### config.mk
export PLATFORM = sky130hd
export DESIGN_NAME = absmax_int8_offset_quantizer
export DESIGN_NICKNAME = d
export VERILOG_FILES = /design/src/absq_pkg.sv /design/src/absq_div.sv /design/src/absq_out.sv /design/src/absmax_int8_offset_quantizer.sv
export SDC_FILE = /design/constraint.sdc
export NUM_CORES = 1
export LEC_CHECK = 0
export BUFFER_PORTS_ARGS = -buffer_cell sky130_fd_sc_hd__buf_2
export CORE_MARGIN = 2
export CORE_UTILIZATION = 40
export DETAILED_ROUTE_END_ITERATION = 7
export GPL_TIMING_DRIVEN = 1
export SYNTH_ARGS = -nofsm -noshare
export SYNTH_HDL_FRONTEND = slang
export SYNTH_SLANG_ARGS = --single-unit
### constraint.sdc
create_clock -name i_clk -period 4.99 [get_ports i_clk]
set_clock_uncertainty 0.1 [all_clocks]
set_input_delay 0.2495 -clock i_clk [delete_from_list [all_inputs] [get_ports i_clk]]
set_output_delay 0.2495 -clock i_clk [all_outputs]
set_load 0.03 [all_outputs]
### src/absq_pkg.sv
// Shared types and constants of the absmax int8 offset quantizer.
// No dependencies; imported by every module of the block.
package absq_pkg;

    // Command carried in the input tuser field
    typedef enum logic [1:0] {
        CMD_CLEAR   = 2'd0,
        CMD_MEASURE = 2'd1,
        CMD_QUANT   = 2'd2
    } t_cmd;

    // Control sequencer states
    typedef enum logic [2:0] {
        ST_IDLE,
        ST_MEAS,
        ST_PREP,
        ST_DIV,
        ST_FIN
    } t_state;

    // Quotient of 254*|sample| / peak fits 9 bits when |sample| < 2*peak
    localparam int QUOT_BITS = 9;
    localparam int CODE_BITS = 8;
    localparam int CMD_BITS  = 2;

    // Divider result: 2*ratio = quot + rem/peak
    typedef struct packed {
        logic [QUOT_BITS-1:0] quot;
        logic                 rem_nz;
    } t_div_res;

    // Everything the output stage needs to form one code word
    typedef struct packed {
        logic     neg;
        logic     zero_peak;
        logic     over;      // |sample| >= 2*peak, clamped unless the peak is zero
        t_div_res div;
    } t_rnd_in;

endpackage

### src/absq_div.sv
// Shift-subtract divider producing one quotient bit per cycle.
// Depends on absq_pkg (QUOT_BITS, t_div_res).
module absq_div #(
    parameter int SAMPLE_BITS = 32
) (
    input  logic                    i_clk,
    input  logic                    i_rst_n,
    input  logic                    i_start,
    input  logic [SAMPLE_BITS+6:0]  i_dividend,
    input  logic [SAMPLE_BITS-2:0]  i_divisor,
    output logic                    o_done,
    output absq_pkg::t_div_res      o_res
);
    import absq_pkg::*;

    localparam int XW    = SAMPLE_BITS + 7;
    localparam int RW    = SAMPLE_BITS;
    localparam int CNT_W = $clog2(QUOT_BITS + 1);

    logic                 r_run;
    logic [CNT_W-1:0]     r_cnt;
    logic [RW-1:0]        r_rem;
    logic [QUOT_BITS-1:0] r_low;   // dividend bits still to shift in
    logic [QUOT_BITS-1:0] r_quot;  // quotient bits shifted in
    logic [RW-1:0]        n_trial;
    logic [RW-1:0]        n_sub;
    logic                 n_ge;

    // One restoring step: bring down the next dividend bit, try the subtract
    always_comb begin
        n_trial = {r_rem[RW-2:0], r_low[QUOT_BITS-1]};
        n_sub   = n_trial - {1'b0, i_divisor};
        n_ge    = n_trial >= {1'b0, i_divisor};
    end

    // Sequencing
    always_ff @(posedge i_clk) begin
        if (!i_rst_n) begin
            r_run <= 1'b0;
            r_cnt <= '0;
        end else if (i_start) begin
            r_run <= 1'b1;
            r_cnt <= CNT_W'(QUOT_BITS);
        end else if (r_run) begin
            r_cnt <= r_cnt - CNT_W'(1);
            if (r_cnt == CNT_W'(1)) begin
                r_run <= 1'b0;
            end
        end
    end

    // Datapath shift registers
    always_ff @(posedge i_clk) begin
        if (i_start) begin
            r_rem  <= RW'(i_dividend[XW-1:QUOT_BITS]);
            r_low  <= i_dividend[QUOT_BITS-1:0];
            r_quot <= '0;
        end else if (r_run) begin
            r_rem  <= n_ge ? n_sub : n_trial;
            r_low  <= {r_low[QUOT_BITS-2:0], 1'b0};
            r_quot <= {r_quot[QUOT_BITS-2:0], n_ge};
        end
    end

    // Last step lands at this edge; result registers are valid after it
    assign o_done       = r_run && (r_cnt == CNT_W'(1));
    assign o_res.quot   = r_quot;
    assign o_res.rem_nz = (r_rem != '0);

endmodule

### src/absq_out.sv
// Rounding, clamping and output register stage of the quantizer.
// Depends on absq_pkg (t_rnd_in, CODE_BITS, QUOT_BITS).
module absq_out (
    input  logic                    i_clk,
    input  logic                    i_rst_n,
    input  logic                    i_load,
    input  absq_pkg::t_rnd_in       i_rnd,
    output logic                    o_ready,
    output logic                    m_axis_tvalid,
    input  logic                    m_axis_tready,
    output logic [7:0]              m_axis_tdata,   // [7:0] code
    output logic                    m_axis_tuser    // [0] clipped
);
    import absq_pkg::*;

    logic                 r_valid;
    logic [CODE_BITS-1:0] r_code;
    logic                 r_clip;
    logic [QUOT_BITS:0]   n_pos_sum;
    logic [QUOT_BITS:0]   n_neg_sum;
    logic [QUOT_BITS-1:0] n_pos_mag;
    logic [QUOT_BITS-1:0] n_neg_mag;
    logic [CODE_BITS-1:0] n_code;
    logic                 n_clip;

    // Positive: (a+1)>>1. Negative: -((a + rem_nz)>>1), i.e. floor of ratio + 1/2
    always_comb begin
        n_pos_sum = {1'b0, i_rnd.div.quot} + (QUOT_BITS+1)'(1);
        n_neg_sum = {1'b0, i_rnd.div.quot} + (QUOT_BITS+1)'(i_rnd.div.rem_nz);
        n_pos_mag = n_pos_sum[QUOT_BITS:1];
        n_neg_mag = n_neg_sum[QUOT_BITS:1];
        n_code    = 8'd128;
        n_clip    = 1'b0;
        if (i_rnd.zero_peak) begin
            n_code = 8'd128;
            n_clip = 1'b0;
        end else if (i_rnd.over) begin
            n_code = i_rnd.neg ? 8'd0 : 8'd255;
            n_clip = 1'b1;
        end else if (!i_rnd.neg) begin
            if (n_pos_mag > QUOT_BITS'(127)) begin
                n_code = 8'd255;
                n_clip = 1'b1;
            end else begin
                n_code = CODE_BITS'(QUOT_BITS'(128) + n_pos_mag);
            end
        end else begin
            if (n_neg_mag > QUOT_BITS'(128)) begin
                n_code = 8'd0;
                n_clip = 1'b1;
            end else begin
                n_code = CODE_BITS'(QUOT_BITS'(128) - n_neg_mag);
            end
        end
    end

    // Output word holding register
    always_ff @(posedge i_clk) begin
        if (!i_rst_n) begin
            r_valid <= 1'b0;
        end else if (i_load) begin
            r_valid <= 1'b1;
        end else if (m_axis_tready) begin
            r_valid <= 1'b0;
        end
    end

    always_ff @(posedge i_clk) begin
        if (i_load) begin
            r_code <= n_code;
            r_clip <= n_clip;
        end
    end

    assign o_ready       = !r_valid || m_axis_tready;
    assign m_axis_tvalid = r_valid;
    assign m_axis_tdata  = r_code;
    assign m_axis_tuser  = r_clip;

endmodule

### src/absmax_int8_offset_quantizer.sv
// Absmax int8 offset quantizer: clear, measure and quantize words in, offset-128 codes out.
// Quantize: an accepted word passes prepare, the 9-step shift-subtract divider (one quotient
// bit per cycle) and finish, which waits until the output register can take the code. Peak
// zero or sample >= 2*peak skips the divider. Words are taken only in idle, one at a time.
// Output register lets the next word enter while a code waits to be taken.
// Synchronous active-low reset clears the peak, the sequencer and the output valid.
module absmax_int8_offset_quantizer #(
    parameter int SAMPLE_BITS = 32
) (
    input  logic                                  i_clk,
    input  logic                                  i_rst_n,
    input  logic                                  s_axis_tvalid,
    output logic                                  s_axis_tready,
    input  logic [((SAMPLE_BITS+7)/8)*8-1:0]      s_axis_tdata,  // [SAMPLE_BITS-1:0] sample
    input  logic [absq_pkg::CMD_BITS-1:0]         s_axis_tuser,  // [1:0] cmd
    output logic                                  m_axis_tvalid,
    input  logic                                  m_axis_tready,
    output logic [7:0]                            m_axis_tdata,  // [7:0] code
    output logic                                  m_axis_tuser   // [0] clipped
);
    import absq_pkg::*;

    localparam int N  = SAMPLE_BITS;
    localparam int XW = SAMPLE_BITS + 7;
    localparam int EW = SAMPLE_BITS + 8;

    t_state          r_state;
    t_state          n_state;
    logic [N-2:0]    r_peak;
    logic [N-1:0]    r_mag;     // |sample|, holds 2^(N-1) for the most negative
    logic            r_neg;
    logic [XW-1:0]   r_x;       // 254*|sample|
    logic            r_zero;
    logic            r_over;

    logic            in_acc;
    logic            meas_upd;
    logic            div_start;
    logic            out_load;
    logic            out_ready;
    logic            div_done;
    t_div_res        div_res;
    t_rnd_in         rnd;

    logic [N-1:0]    n_smp;
    logic [EW-1:0]   n_sx;
    logic [EW-1:0]   n_x;
    logic [N-2:0]    n_sat;
    logic            n_zero;
    logic            n_over;

    // Input word: magnitude and 254*|sample| with one subtract each
    always_comb begin
        n_smp = s_axis_tdata[N-1:0];
        n_sx  = {{8{n_smp[N-1]}}, n_smp};
        n_x   = n_smp[N-1] ? ((n_sx << 1) - (n_sx << 8)) : ((n_sx << 8) - (n_sx << 1));
    end

    // Measured magnitude saturates to the peak width
    assign n_sat  = r_mag[N-1] ? '1 : r_mag[N-2:0];
    assign n_zero = (r_peak == '0);
    assign n_over = ({1'b0, r_mag} >= {1'b0, r_peak, 1'b0});

    assign in_acc = s_axis_tvalid && s_axis_tready;

    // Next state
    always_comb begin
        n_state = r_state;
        case (r_state)
            ST_IDLE: begin
                if (in_acc && s_axis_tuser == CMD_MEASURE) begin
                    n_state = ST_MEAS;
                end else if (in_acc && s_axis_tuser == CMD_QUANT) begin
                    n_state = ST_PREP;
                end
            end
            ST_MEAS: n_state = ST_IDLE;
            ST_PREP: n_state = (n_zero || n_over) ? ST_FIN : ST_DIV;
            ST_DIV: begin
                if (div_done) begin
                    n_state = ST_FIN;
                end
            end
            ST_FIN: begin
                if (out_ready) begin
                    n_state = ST_IDLE;
                end
            end
            default: n_state = ST_IDLE;
        endcase
    end

    // Sequencer outputs
    always_comb begin
        s_axis_tready = 1'b0;
        meas_upd      = 1'b0;
        div_start     = 1'b0;
        out_load      = 1'b0;
        case (r_state)
            ST_IDLE: s_axis_tready = 1'b1;
            ST_MEAS: meas_upd      = 1'b1;
            ST_PREP: div_start     = !(n_zero || n_over);
            ST_FIN:  out_load      = out_ready;
            default: ;
        endcase
    end

    always_ff @(posedge i_clk) begin
        if (!i_rst_n) begin
            r_state <= ST_IDLE;
        end else begin
            r_state <= n_state;
        end
    end

    // Peak register: clear on command, raise on measure
    always_ff @(posedge i_clk) begin
        if (!i_rst_n) begin
            r_peak <= '0;
        end else if (in_acc && s_axis_tuser == CMD_CLEAR) begin
            r_peak <= '0;
        end else if (meas_upd && n_sat > r_peak) begin
            r_peak <= n_sat;
        end
    end

    // Captured sample and quantize flags
    always_ff @(posedge i_clk) begin
        if (in_acc) begin
            r_neg <= n_smp[N-1];
            r_mag <= n_smp[N-1] ? (N'(0) - n_smp) : n_smp;
            r_x   <= n_x[XW-1:0];
        end
        if (r_state == ST_PREP) begin
            r_zero <= n_zero;
            r_over <= n_over;
        end
    end

    absq_div #(
        .SAMPLE_BITS (SAMPLE_BITS)
    ) u_div (
        .i_clk      (i_clk),
        .i_rst_n    (i_rst_n),
        .i_start    (div_start),
        .i_dividend (r_x),
        .i_divisor  (r_peak),
        .o_done     (div_done),
        .o_res      (div_res)
    );

    assign rnd.neg       = r_neg;
    assign rnd.zero_peak = r_zero;
    assign rnd.over      = r_over;
    assign rnd.div       = div_res;

    absq_out u_out (
        .i_clk         (i_clk),
        .i_rst_n       (i_rst_n),
        .i_load        (out_load),
        .i_rnd         (rnd),
        .o_ready       (out_ready),
        .m_axis_tvalid (m_axis_tvalid),
        .m_axis_tready (m_axis_tready),
        .m_axis_tdata  (m_axis_tdata),
        .m_axis_tuser  (m_axis_tuser)
    );

`ifndef SYNTH
    // A measure never lowers the peak
    a_meas_mono: assert property (@(posedge i_clk) disable iff (!i_rst_n)
        meas_upd |=> r_peak >= $past(r_peak))
        else $error("peak decreased on measure");

    // A clear word leaves the peak at zero
    a_clear: assert property (@(posedge i_clk) disable iff (!i_rst_n)
        (in_acc && s_axis_tuser == CMD_CLEAR) |=> r_peak == '0)
        else $error("peak not cleared");

    // The divider only runs against a nonzero peak
    a_div_peak: assert property (@(posedge i_clk) disable iff (!i_rst_n)
        div_start |-> r_peak != '0)
        else $error("divider started with zero peak");

    // Divider completion moves the sequencer to finish
    a_div_fin: assert property (@(posedge i_clk) disable iff (!i_rst_n)
        (r_state == ST_DIV && div_done) |=> r_state == ST_FIN)
        else $error("divider done not followed by finish");

    // An output load always produces a valid word next cycle
    a_load_valid: assert property (@(posedge i_clk) disable iff (!i_rst_n)
        out_load |=> m_axis_tvalid)
        else $error("loaded word not presented");
`endif

endmodule
==> results.yml, run 1 <==
status:
  status: "finished clean"
power_and_ir_drop:
  power_frac_comb_pct: 33.3
  seqPwrFrac_pct: 39.1
  p_leak_nw: 5.955
  power_density_mw_per_mm2: 314.1
  power_mw: 4.798
  vdd_drop_max_mv: 0.1934
  clkPwrFrac_pct: 27.6
  switching_power_mw: 1.729
  sw_frac_of_total_pct: 36.04
  p_int_mw: 3.069
synthesis:
  synth_nets: 1789
  synth_flop_cell: "edfxtp_1"
  async_flop_share_pct: 0
  avgSynthCellArea_um2: 8.783
  synth.most_common_cell: "nor2_1"
  ys_types: 73
  yosys_warnings: 0
  ys_ff_latch: 170
  yosysSeqAreaShare_pct: 32.90
  syn_inst: 1590
  synth_top_area_share_pct: 25.59
  synth_area_leaders: "edfxtp_1, ha_1, dfxtp_1"
  synth-edff-count: 119
  synth_area_leader_cell: "edfxtp_1"
  synth_area_mm2: 0.01396
  synth_top_cells_by_count: "nor2_1, ha_1, edfxtp_1"
cells_and_area:
  finish.utilization_pct: 44.33
  syn2layout_area_growth_pct: 9.381
  drive_gt1_share_pct: 9.333
  final_cells: 2073
  num-nets-final: 1804
  n_antenna_cell: 0
global_routing:
  grt_pass1_wl_mm: 60.18
  grt_pass1_vias: 11460
  track_usage_pct: 20.82
  antenna_found_initial: 0
  globalRouteOverflowTotal: 0
  grt_max_degree: 59
sta:
  tightest_slew_ps: 959.7
  fin_crit_sh_pct: 77.74
  period_minus_slack_ps: 3879
  slew-limit-headroom_pct: 36.02
  hold_viol_final: 0
  slew_viol_final: 0
  rsz0062_at_grt: "false"
  tns_ps: 0
  max_freq_ghz: 0.2578
  finalSetupViolations: 0
drt:
  wl_mm: 37.56
  vias: 11700
  drt_iter0_drc: 786
  drc: 0
  wl_per_cell_um: 18.12
  drt-pass1-iter-count: 5
  ant_nets: 0
  via_per_inst: 5.644
worst_setup_path:
  start_kind: "register"
  critPathBufInv: 0
  worstPathRequired_ps: 4940
  critical_path.max_stage_delay_ps: 950
  path_cells: "ha_1 > and4_1 > and3_1 > o211ai_1 > nand3_1 > a31o_2 > or3_2 > nand2b_2"
  path_delay_family: "simple AND/OR/NAND/NOR gates"
  path_max_fanout: 38
  arrival_ps: 3830
  critPathCaptureType: "register"
  cp_slowest_cell: "edfxtp_1"
  path_class: "reg2reg"
clock_network:
  cts_buffer_depth: 2
  cts.clk_slew.worst_paths_ps: 70
  numCtsBuffers: 17
  cts_tree: "built"
  ctsRootBufferMaster: "clkbuf_16"
  insertion_delay_ps: 440
  cts.sink_count: 170
  cts_setup_buffers: 0
  htreeDepth: 4
die:
  dieArea_mm2: 0.03642
  coreArea_mm2: 0.03446
  die_y_um: 190.8
  rows: 68
  pin_count: 49
  die-width_um: 190.8
  start_util_pct: 40.53
placement:
  place.gp.congestion: 0.8981
  dp.cells: 2040
  portBuffers: 48
  dp_hpwl_mm: 29.29
min_path:
  hp-class: "in2reg"
flow_run:
  cap_violations: 0
metal layers:
layer  global-route usage, %  share of wire, %
met5                       0                 0
met4                   5.903               2.0
met3                   2.576               5.0
met2                   33.40                45
met1                   29.31                48
power groups by stage:
stage | Combinational [mW] | Sequential, mW | Clock [mW]
floorplan | 1.19 | 1.84 | 0
global placement | 1.55 | 1.91 | 0
detailed placement | 1.58 | 1.91 | 0
CTS | 1.59 | 1.88 | 1.36
global route | 1.79 | 1.90 | 1.41
finish | 1.60 | 1.88 | 1.32
stage by stage:
step / area, µm² / hold WS, ps / setup slack, ps
2_1_floorplan: 13960 / 248.4 / 1314
5_1_grt: 15270 / 46.18 / 893.2
6_report: 15270 / 32.59 / 1111
4_1_cts: 15270 / 21.83 / 1107
3_3_place_gp: 14680 / 386.8 / 1249
3_5_place_dp: 14680 / 385.7 / 1126
area by class of cell:
| class | count | area (µm²) |
|---|---|---|
| fill | 3360 | 19180 |
| multi-input combinational | 1263 | 8825 |
| sequential | 170 | 4594 |
| tap | 455 | 569.3 |
| clock buffer | 18 | 439.2 |
| timing repair buffer | 61 | 352.8 |
| inverter | 92 | 345.3 |
| clock inverter | 14 | 148.9 |
placed cells by master, fill, tap and decap left out, types with 51 or more instances in the layout:
master | Yosys | layout
xnor2_1 | 72 | 72
nor2_1 | 182 | 182
o21ai_0 | 95 | 95
inv_1 | 92 | 91
nand2_1 | 114 | 114
dfxtp_1 | 51 | 51
edfxtp_1 | 119 | 119
a21oi_1 | 109 | 109
ha_1 | 159 | 159
a21o_1 | 56 | 56
worst min-delay path, stage by stage:
cell and delay [ps]:
buf_2 80, nor2b_1 60, nand2_1 70, a21boi_0 70
cells by family (layout without fill, tap and decap cells):
family,Yosys count,count (layout),share of synthesized area [%]
flip-flops,170,170,32.90
buffers and inverters,157,185,4.283
XOR/XNOR,106,106,6.648
AND/OR/NAND/NOR,500,500,17.18
adder cells (fa/ha/maj),161,161,14.53
multiplexers,56,56,4.068
AO/OA/AOI/OAI,440,440,20.38
flip-flops by register name (all words and copies together), names as in the netlist:
register / count
r_mag: 32
r_neg: 1
r_over: 1
r_peak: 31
r_state: 3
r_x: 37
r_zero: 1
u_div.r_cnt: 4
u_div.r_low: 8
u_div.r_quot: 9
u_div.r_rem: 32
u_div.r_run: 1
u_out.m_axis_tdata: 8
u_out.m_axis_tuser: 1
u_out.m_axis_tvalid: 1
final timing paths:
path / startpoint / to / slack, ps / depth (start not counted)
max: r_mag[31] / u_div.r_low[7] / 1110 / 8
min: m_axis_tready / r_state[2] / 30 / 4
max reg2reg: r_mag[31] / u_div.r_low[7] / 1110 / 8
min reg2reg: u_div.r_cnt[1] / u_div.r_cnt[1] / 410 / 2
timing repair:
action,CTS,global route
hold buffers,1,0
gates resized for setup,0,0
endpoints found under the setup margin,0,0
hold endpoints to repair,1,0
Note: power is estimated with default switching activity, not from simulation.
==> inputs of run 2 (changes only) <==
- clock period: 4.99 -> 4 ns (I/O delays scaled with it)
==> results.yml, run 2 (same netlist as run 1, synthesis figures left out) <==
die:
  die_y_um: 190.8
  coreArea_mm2: 0.03446
  pin_count: 49
  dieArea_mm2: 0.03642
  rows: 68
  die-width_um: 190.8
  start_util_pct: 40.53
drt:
  vias: 11940
  wl_per_cell_um: 18.41
  drt-pass1-iter-count: 6
  ant_nets: 0
  drc: 0
  wl_mm: 38.41
  drt_iter0_drc: 854
  via_per_inst: 5.724
flow_run:
  cap_violations: 0
placement:
  dp_hpwl_mm: 29.97
  dp_slack_ps: 318.2
  place.gp.congestion: 0.9164
  portBuffers: 48
  dp.cells: 2051
worst_setup_path:
  worstPathRequired_ps: 4080
  rr_endpoint: "u_div.r_rem[0]"
  start_kind: "register"
  r2r_cells: 10
  regToRegSetupSlack_ps: 310
  critPathCaptureType: "register"
  timing.rr.start: "r_mag[31]"
  path_max_fanout: 58
  arrival_ps: 3770
  cp-startpoint: "r_mag[31]"
  cp-endpoint: "u_div.r_rem[0]"
  path_class: "reg2reg"
cells_and_area:
  num-nets-final: 1817
  n_antenna_cell: 0
  final_cells: 2086
  top_register: "r_x"
  top_regs: "r_x x37, r_mag x32, u_div.r_rem x32"
  mostFrequentLayoutCells: "nor2_1, ha_1, edfxtp_1, nand2_1, a21oi_1"
  largest_reg_flops: 37
  drive_gt1_share_pct: 9.871
  syn2layout_area_growth_pct: 10.11
  layout_commonest_cell: "nor2_1"
power_and_ir_drop:
  power_density_mw_per_mm2: 390.6
  p_leak_nw: 6.015
  vdd_drop_max_mv: 0.2617
  power_mw: 6.006
sta:
  timing.final.ws_setup_ps: 305.7
  fin_crit_sh_pct: 92.36
  holdWs_ps: 42.85
  slew_viol_final: 0
  finalSetupViolations: 0
  slew-limit-headroom_pct: 40.77
  tns_ps: 0
  period_minus_slack_ps: 3694
  max_freq_ghz: 0.2707
  rsz0062_at_grt: "false"
  tightest_slew_ps: 888.5
  hold_viol_final: 0
clock_network:
  cts.clk_slew.worst_paths_ps: 80
  numCtsBuffers: 17
  htreeDepth: 4
  insertion_delay_ps: 440
  cts_tree: "built"
  cts_buffer_depth: 2
  cts.sink_count: 170
  ctsRootBufferMaster: "clkbuf_16"
global_routing:
  grt_pass1_vias: 11600
  globalRouteOverflowTotal: 0
  track_usage_pct: 21.31
  antenna_found_initial: 0
  grt_pass1_wl_mm: 61.44
  grt_max_degree: 59
status:
  status: "finished clean"
min_path:
  hp-class: "in2reg"
==> run 2: cell count changes in the layout (fill, tap and decap cells not counted) <==
cell / change
inv_8: +1
buf_4: +10
buf_12: +1
dlygate4sd3_1: +2
a2111oi_1: +1
clkbuf_8: -1
clkinv_8: -1
a2111oi_0: -1
clkinv_1: +1
==> run 2: repair_timing <==
item / 4_1_cts / 5_1_grt
gates resized for setup: 0 / 1
setup buffers: 0 / 0
endpoints found under the setup margin: 0 / 1
hold buffers: 3 / 0
endpoints found under the hold margin: 5 / 0
==> run 2: final cells by class <==
type                       instances  area [µm²]
clock buffer                      17       425.4
clock inverter                    15       147.6
fill                            3404       19080
inverter                          92       345.3
multi-input combinational       1263        8826
sequential                       170        4594
tap                              455       569.3
timing repair buffer              74       467.9
==> run 2: how the worst min path moves through the flow <==
stage	startpoint	to	slack [ps]	cells past startpoint
finish	s_axis_tdata[29]	r_mag[29]	40	2
CTS	s_axis_tdata[30]	r_mag[31]	20	2
global placement	u_div.r_cnt[1]	u_div.r_cnt[1]	380	2
floorplan	s_axis_tdata[0]	r_mag[0]	200	0
global route	s_axis_tdata[30]	r_mag[31]	40	2
detailed placement	s_axis_tdata[0]	r_mag[0]	400	1
==> run 2: per-stage QoR <==
step / area (µm²) / utilization (%)
after CTS: 15370 / 44.62
final: 15380 / 44.62
after floorplan: 13960 / -
after detailed placement: 14770 / 42.87
after global routing: 15380 / 44.62
after global placement: 14770 / 42.87
==> run 2: worst max-delay path, stage by stage, from the launching register on <==
cell and delay, ps:
edfxtp_1 930, ha_1 380, and4_1 240, and3_1 180, o211ai_1 80, nand3_1 100
a31o_2 280, or3_2 450, buf_4 340, nor2_1 240, nor2_1 70
==> run 2: power breakdown <==
group          switching (mW)  total, mW  internal, mW
combinational            1.21       2.03         0.825
clock                   0.798       1.63         0.834
sequential              0.168       2.34          2.17
==> run 2: routing by layer <==
layer  up-vias  track usage, %  part of all wire (%)
li1       5865               -                     -
met1      5656           29.63                    48
met2       349           34.21                    44
met3        70           2.337                   4.6
met4         0           7.543                   2.7
met5         -               0                     0
==> inputs of run 3 (changes only) <==
- REMOVE_ABC_BUFFERS: default -> 1
==> results.yml, run 3 (same netlist as run 1, synthesis figures left out) <==
clock_network:
  ctsRootBufferMaster: "clkbuf_16"
  cts.clk_slew.worst_paths_ps: 70
  cts_buffer_depth: 2
  insertion_delay_ps: 440
  htreeDepth: 4
  cts_setup_buffers: 0
  numCtsBuffers: 17
  cts.sink_count: 170
  cts_tree: "built"
worst_setup_path:
  critical_path.max_stage_delay_ps: 800
  path_max_fanout: 8
  start_kind: "register"
  arrival_ps: 3900
  path_class: "reg2reg"
  path_delay_family: "compound AO/OA/AOI/OAI gates"
  path_cells: "inv_1 > ha_1 > nand3_1 > a2111oi_0 > nor3_1 > o21ai_0 > buf_4 > o21ai_0 > a32oi_1 > xor2_1 > mux2i_1 > o21ai_0"
  cp_slowest_cell: "a2111oi_0"
  worstPathRequired_ps: 4180
  critPathCaptureType: "register"
  critPathBufInv: 2
  crit_path_frequent_cell: "o21ai_0"
placement:
  portBuffers: 48
  placed_area_mm2: 0.01478
  place.gp.congestion: 0.8900
  dp_hpwl_mm: 30.02
power_and_ir_drop:
  p_leak_nw: 5.971
  vdd_drop_max_mv: 0.1887
  power_mw: 5.925
  power_density_mw_per_mm2: 385.9
drt:
  drt-pass1-iter-count: 5
  vias: 11850
  wl_mm: 38.39
  ant_nets: 0
  drc: 0
  wl_per_cell_um: 18.43
  drt_iter0_drc: 758
  via_per_inst: 5.689
sta:
  tns_ps: 0
  max_freq_ghz: 0.2684
  fin_crit_sh_pct: 93.14
  period_minus_slack_ps: 3726
  tightest_slew_ps: 931.4
  finalSetupViolations: 0
  slew_viol_final: 0
  slew-limit-headroom_pct: 36.30
  rsz0062_at_grt: "false"
  hold_viol_final: 0
  holdWs_ps: 63.61
die:
  pin_count: 49
  coreArea_mm2: 0.03446
  die_y_um: 190.8
  die-width_um: 190.8
  rows: 68
  dieArea_mm2: 0.03642
  start_util_pct: 40.53
cells_and_area:
  drive_gt1_share_pct: 9.521
  layout_commonest_cell: "nor2_1"
  n_antenna_cell: 0
  mostFrequentLayoutCells: "nor2_1, ha_1, edfxtp_1, nand2_1, a21oi_1"
  largest_reg_flops: 37
  top_regs: "r_x x37, r_mag x32, u_div.r_rem x32"
  num-nets-final: 1815
  finish.utilization_pct: 44.56
  fin_area_mm2: 0.01535
  syn2layout_area_growth_pct: 9.954
  top_register: "r_x"
global_routing:
  grt_max_degree: 78
  globalRouteOverflowTotal: 0
  track_usage_pct: 21.51
  grt_pass1_vias: 11710
  antenna_found_initial: 0
  grt_pass1_wl_mm: 62.05
flow_run:
  cap_violations: 0
status:
  status: "finished clean"
min_path:
  hp-class: "in2reg"
-- run 3: cell count changes in the layout (fill, tap and decap cells not counted), moves of 2 or more --
cell / previous run / this run
buf_12: 2 / 4
buf_4: 21 / 17
clkbuf_1: 0 / 3
clkinvlp_4: 1 / 6
inv_6: 4 / 1
inv_8: 6 / 0
-- run 3: per-stage QoR --
step,worst slack [ps],cells
after floorplan,-912.6,1525
after global placement,334.5,2049
after detailed placement,314.0,2049
after CTS,303.4,2083
after global routing,26.37,2083
final,274.2,2083
-- run 3: path summary, 6_finish.rpt --
kind | cells after the start | end | start | slack [ps]
worst max-delay path | 12 | u_div.r_rem[21] | r_peak[6] | 270
worst min-delay path | 2 | r_mag[31] | s_axis_tdata[30] | 60
worst max register to register | 12 | u_div.r_rem[21] | r_peak[6] | 270
worst min register to register | 2 | u_div.r_cnt[1] | u_div.r_cnt[1] | 400
-- run 3: area by class of cell --
class	count	area, µm²
Inverter	92	345.3
Sequential cell	170	4594
Tap cell	455	569.3
Timing Repair Buffer	72	478.0
Fill cell	3393	19100
Clock buffer	20	436.7
Clock inverter	11	100.1
Multi-Input combinational cell	1263	8831
-- run 3: worst reg2reg max path, delay by kind of cell (launching register included) --
kind	cells	cell delay, ps
buf+inv	2	320
fa+ha+maj	1	440
compound gates	5	1790
mux	1	90
flops	1	350
simple gates	2	300
xor+xnor	1	180
-- run 3: metal layers --
metal	track usage, %	wire length [µm]
met1	29.51	17780
met2	35.60	17760
met5	0	0
met4	6.082	814
met3	2.503	2043
-- run 3: power by group --
group | internal [mW] | leakage (nW) | switching (mW)
registers | 2.17 | 1.53 | 0.158
clock network | 0.850 | 0.240 | 0.704
logic | 0.823 | 4.20 | 1.22
-- run 3: timing repair --
action | in CTS | in global routing
gates resized for setup | 0 | 1
setup endpoints to repair | 0 | 1
hold buffers | 3 | 0
hold endpoints to repair | 5 | 0
